### src/hdl/swm_pkg.sv
`default_nettype none

package swm_pkg;

    // Width of the window length register as seen on the configuration port.
    localparam int CFG_W = 9;

    // Entries in the request queue between front and back.
    localparam int QUEUE_DEPTH = 4;
    localparam int QUEUE_AW    = 2;

    typedef enum logic [2:0] {
        S_IDLE,
        S_EXP_RD,
        S_EXP_CHK,
        S_DOM_RD,
        S_DOM_CHK,
        S_PUSH,
        S_RES_RD,
        S_RES
    } t_state;

endpackage

`default_nettype wire

### src/hdl/swm_front.sv
`default_nettype none

module swm_front #(
    parameter int MAX_WINDOW   = 256,
    parameter int SAMPLE_WIDTH = 32,
    parameter int CW           = $clog2(MAX_WINDOW + 1)
) (
    input  wire logic                          i_clk,
    input  wire logic                          i_rst_n,
    // input request
    input  wire logic                          i_valid,
    output logic                               o_ready,
    input  wire logic [SAMPLE_WIDTH-1:0]       i_value,
    input  wire logic                          i_first,
    // configuration write
    input  wire logic                          i_cfg_valid,
    output logic                               o_cfg_ready,
    input  wire logic [swm_pkg::CFG_W-1:0]     i_cfg_data,
    // queue toward the back end
    output logic                               o_q_valid,
    input  wire logic                          i_q_pop,
    output logic [SAMPLE_WIDTH-1:0]            o_q_value,
    output logic                               o_q_first,
    output logic [CW-1:0]                      o_len
);

    localparam int QD = swm_pkg::QUEUE_DEPTH;
    localparam int QA = swm_pkg::QUEUE_AW;

    logic [SAMPLE_WIDTH-1:0] r_q_value [QD];
    logic                    r_q_first [QD];
    logic [QA-1:0]           r_wptr, n_wptr;
    logic [QA-1:0]           r_rptr, n_rptr;
    logic [QA:0]             r_qcnt, n_qcnt;
    logic [CW-1:0]           r_len, n_len;
    logic                    push;
    logic                    pop;

    assign o_ready     = (r_qcnt != (QA+1)'(QD));
    assign o_cfg_ready = 1'b1;
    assign push        = i_valid && o_ready;
    assign pop         = i_q_pop && o_q_valid;

    assign o_q_valid = (r_qcnt != '0);
    assign o_q_value = r_q_value[r_rptr];
    assign o_q_first = r_q_first[r_rptr];
    assign o_len     = r_len;

    always_comb begin
        n_wptr = push ? r_wptr + 1'b1 : r_wptr;
        n_rptr = pop ? r_rptr + 1'b1 : r_rptr;
        n_qcnt = r_qcnt;
        if (push && !pop) begin
            n_qcnt = r_qcnt + 1'b1;
        end else if (pop && !push) begin
            n_qcnt = r_qcnt - 1'b1;
        end
    end

    // Zero acts as one, anything above the store size acts as the store size.
    always_comb begin
        if (i_cfg_data == '0) begin
            n_len = CW'(1);
        end else if (32'(i_cfg_data) > 32'(MAX_WINDOW)) begin
            n_len = CW'(MAX_WINDOW);
        end else begin
            n_len = CW'(i_cfg_data);
        end
    end

    always_ff @(posedge i_clk) begin
        if (!i_rst_n) begin
            r_wptr <= '0;
            r_rptr <= '0;
            r_qcnt <= '0;
            r_len  <= CW'(1);
        end else begin
            r_wptr <= n_wptr;
            r_rptr <= n_rptr;
            r_qcnt <= n_qcnt;
            if (i_cfg_valid) begin
                r_len <= n_len;
            end
        end
    end

    always_ff @(posedge i_clk) begin
        if (push) begin
            r_q_value[r_wptr] <= i_value;
            r_q_first[r_wptr] <= i_first;
        end
    end

endmodule

`default_nettype wire

### config.mk
export PLATFORM = sky130hd
export DESIGN_NAME = swm_front
export DESIGN_NICKNAME = d
export VERILOG_FILES = /design/src/hdl/swm_pkg.sv /design/src/hdl/swm_front.sv
export SDC_FILE = /design/constraint.sdc
export NUM_CORES = 1
export LEC_CHECK = 0
export BUFFER_PORTS_ARGS = -buffer_cell sky130_fd_sc_hd__buf_4
export CORE_ASPECT_RATIO = 1.2
export CORE_MARGIN = 2
export CORE_UTILIZATION = 60
export DETAILED_ROUTE_END_ITERATION = 8
export PLACE_DENSITY = 0.84
export RECOVER_POWER = 100
export SYNTH_ARGS = -nofsm -noshare
export SYNTH_HDL_FRONTEND = slang
export SYNTH_SLANG_ARGS = --single-unit
### constraint.sdc
create_clock -name i_clk -period 5.25 [get_ports i_clk]
set_input_delay 0.7875 -clock i_clk [delete_from_list [all_inputs] [get_ports i_clk]]
set_output_delay 0.7875 -clock i_clk [all_outputs]
set_load 0.03 [all_outputs]
# ---- Yosys cells after proc, flatten, opt, wreduce, memory -nomap -nowiden
# Memories as Yosys holds them, arrays and structs flattened. A register that Yosys moved wholly into a read port is not among the register bits.
# Cells that the tools add are included.
dict set report word_totals {
  mem_bits_rw 132
  out_inout_bits 45
  memories 2
  word_cells 31
  register_bits 16
}
# name depth word_bits rd rd_ports_with_merged_regs write_ports line_no
set memory_table {}
lappend memory_table {r_q_value 4 32 1 1 1 swm_front.sv:30} ;# logic [SAMPLE_WIDTH-1:0] r_q_value [QD];
lappend memory_table {r_q_first 4 1 1 1 1 swm_front.sv:31} ;# logic r_q_first [QD];
dict set report classes {
  n_mux 10
  eq_ne 1
  n_reduce_logical 9
  add_sub_neg 4
  magnitude_cmp 1
}
# cell count
set ops {}
lappend ops {{9-bit two-way mux} 2}
lappend ops {{9-bit greater-than comparator (second input constant)} 1}
lappend ops {{9-bit zero test} 1}
lappend ops {{2-bit two-way mux} 4}
lappend ops {{3-bit two-way mux} 2}
lappend ops {{2-bit by 1-bit adder with 2-bit output (second input constant)} 2}
lappend ops {{1-bit logical AND} 4}
lappend ops {{3-bit by 1-bit adder with 3-bit output (second input constant)} 1}
lappend ops {{3-bit != test (second input constant)} 1}
lappend ops {{3-bit nonzero test} 1}
lappend ops {{3-bit by 1-bit subtractor with 3-bit output (second input constant)} 1}
lappend ops {{1-bit zero test} 2}
lappend ops {{1-bit two-way mux} 2}
lappend ops {{2-bit nonzero test} 1}

# ---- Depth between registers and ports, before layout
dict set report depth {
  word_depth 6
  mapped_depth 8
}

# ---- Worst setup path after synthesis
# No wires, ideal clock.
dict set report synth_path {
  path_type {input -> register}
  startpoint {input i_valid}
  endpoint {register r_qcnt[2]}
  setup_ps 76
  slack_ps 2908
  n_path_buf 0
  arrival_ps 2266
  stages 7
  path_cell_list {a21boi_2 > ha_1 > inv_1 > fa_1 > xor2_1 > or3_1 > a21boi_0}
}
dict set report synth_between {
  elab_chain_cells 4
  word_cells_on_any_way 6
}
# item line_no
set synth_lines {}
lappend synth_lines {{start, declared} swm_front.sv:11} ;# input wire logic i_valid,
lappend synth_lines {{1-bit logical AND (*)} swm_front.sv:41} ;# assign push = i_valid && o_ready;
lappend synth_lines {{1-bit zero test} swm_front.sv:55} ;# end else if (pop && !push) begin
lappend synth_lines {{1-bit logical AND} swm_front.sv:55}
lappend synth_lines {{2-bit nonzero test (no source line)} --}
lappend synth_lines {{end signal, assigned} swm_front.sv:80} ;# r_qcnt <= n_qcnt;
lappend synth_lines {{end, declared} swm_front.sv:34} ;# logic [QA:0] r_qcnt, n_qcnt;
# Mark *: on every way between the ends. The rest lies on a longest branch, timed or not.
# A chain may end at the register's enable or synchronous reset.

# ---- Worst setup path after layout
dict set report layout_path {
  startpoint {register r_qcnt[0]}
  endpoint {memory r_q_value[0][25], enable pin}
}
dict set report layout_between {
  elab_chain_cells 4
}
# item line_no
set layout_lines {}
lappend layout_lines {{3-bit != test} swm_front.sv:39} ;# assign o_ready = (r_qcnt != (QA+1)'(QD));
lappend layout_lines {{1-bit logical AND} swm_front.sv:41}
lappend layout_lines {{named net push} swm_front.sv:36} ;# logic push;
lappend layout_lines {{1-bit two-way mux} swm_front.sv:88} ;# if (push) begin
lappend layout_lines {{1-bit two-way mux (not written as such)} swm_front.sv:89} ;# r_q_value[r_wptr] <= i_value;
lappend layout_lines {{end, declared} swm_front.sv:30}
# The timed path passes the listed nets, and every way through them passes these cells.

==> flow_summary.yaml <==
placed_design:
  gp_congestion: 0.701
  dpl.hpwl_microns: 6210
  io_buffers: 90
yosys:
  synthCells: 257
  synth_area_sq_um: 5660
  ys_warn_count: 0
  yosys.area.top_type_share_pct: 70.0
  synth_edf_count: 132
  synth_cell_types: 32
  ys_top_cells_by_area: "edfxtp_1 (70%), mux4_2 (12%), dfxtp_1 (6.4%)"
  yosysMostFrequentCell: "edfxtp_1"
  ys_seq_area_share_pct: 76.3
  ys_top_cells_by_count: "edfxtp_1 (132), mux4_2 (30), dfxtp_1 (18)"
  synth_seq_cells: 150
  synth_ff_type: "edfxtp_1"
  async_reset_ff_share_pct: 0
  synth_top_area_cell: "edfxtp_1"
  synth_nets: 310
  synth.avg_cell_area_sq_um: 22.0
die:
  dieArea_sq_um: 10200
  start_util_pct: 62.0
  die_h_microns: 110
  die_width_microns: 92.7
  coreArea_sq_um: 9130
  rows: 38
  ios: 92
drt:
  drc: 0
  wirelength_microns: 10500
  viasPerCell: 5.66
  vias: 2768
  drtIter0Drc: 177
  wl_per_cell_microns: 21.4
  firstDrtPassIters: 4
  antenna_left: 0
timing:
  max_slew.worst_pin.slew_ns: 2.54
  setup_tns_ns: 0
  slew_headroom_pct: -69.2
  hold_viol: 0
  setup_viol: 0
  finalCritPeriodShare_pct: 68.9
  drv_slew: 170
  fmax_mhz: 276
  fin_skew_ns: 0.0109
  rsz0062_at_grt: "false"
  layout_min_cycle_time_ns: 3.62
clock_tree:
  clock_latency_ns: 0.52
  cts_buffers: 17
  postCtsHoldBufs: 0
  cts_root_buf: "clkbuf_8"
  clkSlewWorstSetupHoldPaths_ns: 0.06
  post-cts-setup-buffers: 0
  h-tree-depth: 4
  clock_sinks: 150
  cts_resized: 0
  cts_tree: "yes"
  clockBufferDepth: 2
setup_path:
  crit_arrival_ns: 3.70
  start_kind: "flop"
  endpoint_kind: "flop"
  worst-path-max-fanout: 33
  r2r_cells: 3
  crit_type: "reg -> reg"
  required_ns: 5.33
hold_path:
  hp-class: "reg -> reg"
  hold_depth: 2
cells_and_area:
  n_antenna_cell: 0
  area_delta_synth_final_pct: 16.1
  drive_above_1_share_pct: 17.9
  fin_nets: 409
  final_util_pct: 72.1
power:
  irDropWorstVdd_v: 0.000291
  p_leak_uw: 0.00214
  power_density_nw_per_um2: 520
  power_uw: 3420
global_routing:
  grt_pass1_vias: 3013
  grt_pass1_wl_microns: 16500
  antenna_found_initial: 0
  grt_use_total_pct: 22.2
  grt_start_max_net_pins: 34
  overflow: 0
outcome:
  violations: "max-capacitance violations, max-slew violations"
  status: "finished with violations"
flow_run:
  maxCapViolCount: 5
==> kinds of logic (layout without fill, tap and decap cells) <==
kind of cell             Yosys count  count (layout)  share of synthesized area, %
adder cells (fa/ha/maj)            6               6                          1.46
AO/OA/AOI/OAI                     14              14                          2.34
other                              1               1                        0.0662
flip-flops                       150             150                          76.3
buffers and inverters             16             128                          2.19
AND/OR/NAND/NOR                   29              29                          2.96
XOR/XNOR                           4               4                         0.619
multiplexers                      37              37                          14.0
==> through the flow <==
stage	std cells	setup slack (ns)	cell area (sq um)	hold WS, ns
after floorplan	257	2.91	5660	0.468
after global placement	457	2.55	6400	0.482
after detailed placement	457	2.53	6400	0.509
after CTS	489	1.97	6900	0.440
after global routing	489	1.32	6580	0.521
final	489	1.63	6580	0.513
==> worst paths after layout <==
| check | start | to | slack (ns) |
|---|---|---|---|
| max | r_qcnt[0] | r_q_value[0][25] | 1.63 |
| min | o_len[0] | o_len[0] | 0.51 |
| min reg2reg | o_len[0] | o_len[0] | 0.51 |
| max reg2reg | r_qcnt[0] | r_q_value[0][25] | 1.63 |
==> flip-flops by register name (all words and copies together) (netlist names), named ones only <==
register,cells
o_len,9
r_rptr,2
r_q_first,4
r_q_value,128
r_wptr,2
r_qcnt,3
==> layout by cell type (no fill, tap or decap), types with 2 or more instances in the layout <==
| master | n |
|---|---|
| clkinv_1 | 2 |
| clkbuf_1 | 86 |
| mux4_2 | 30 |
| nand2_1 | 5 |
| edfxtp_1 | 132 |
| buf_4 | 14 |
| a21boi_0 | 2 |
| nor2b_1 | 5 |
| and2_1 | 3 |
| nor4_1 | 2 |
| xnor2_1 | 3 |
| or3_1 | 2 |
| clkinv_2 | 3 |
| a22oi_1 | 3 |
| inv_1 | 5 |
| clkbuf_16 | 16 |
| nor2_1 | 2 |
| mux4_1 | 3 |
| ha_1 | 5 |
| and2_0 | 9 |
| dfxtp_1 | 17 |
| mux2i_1 | 4 |
| o21ai_0 | 2 |
| a22o_1 | 4 |
==> cell type report <==
cell class / instances / area (sq um)
clock inverters: 6 / 52.6
repair buffers: 91 / 394
clock buffers: 26 / 448
inverters: 5 / 18.8
fillers: 590 / 2550
flip-flops and latches: 150 / 4330
well taps: 120 / 150
multi-input cells: 91 / 1190
==> worst max-delay path: stages, from the launching register on <==
cell      delay (ns)
dfxtp_1         0.45
nor2_1          0.11
a21boi_0        0.64
and2_0          1.94
==> where the power goes <==
group	total, uW	internal, uW	switching (uW)
clock	1040	622	415
sequential	1540	1450	91.0
combinational	840	308	532
total	3420	2380	1040
==> routing by layer <==
metal	global-route usage, %	part of all wire [%]
met4	7.84	2.0
met5	0	0
met1	26.8	39
met2	37.3	53
met3	7.84	6.1
Power figures use the tool's default switching activity.
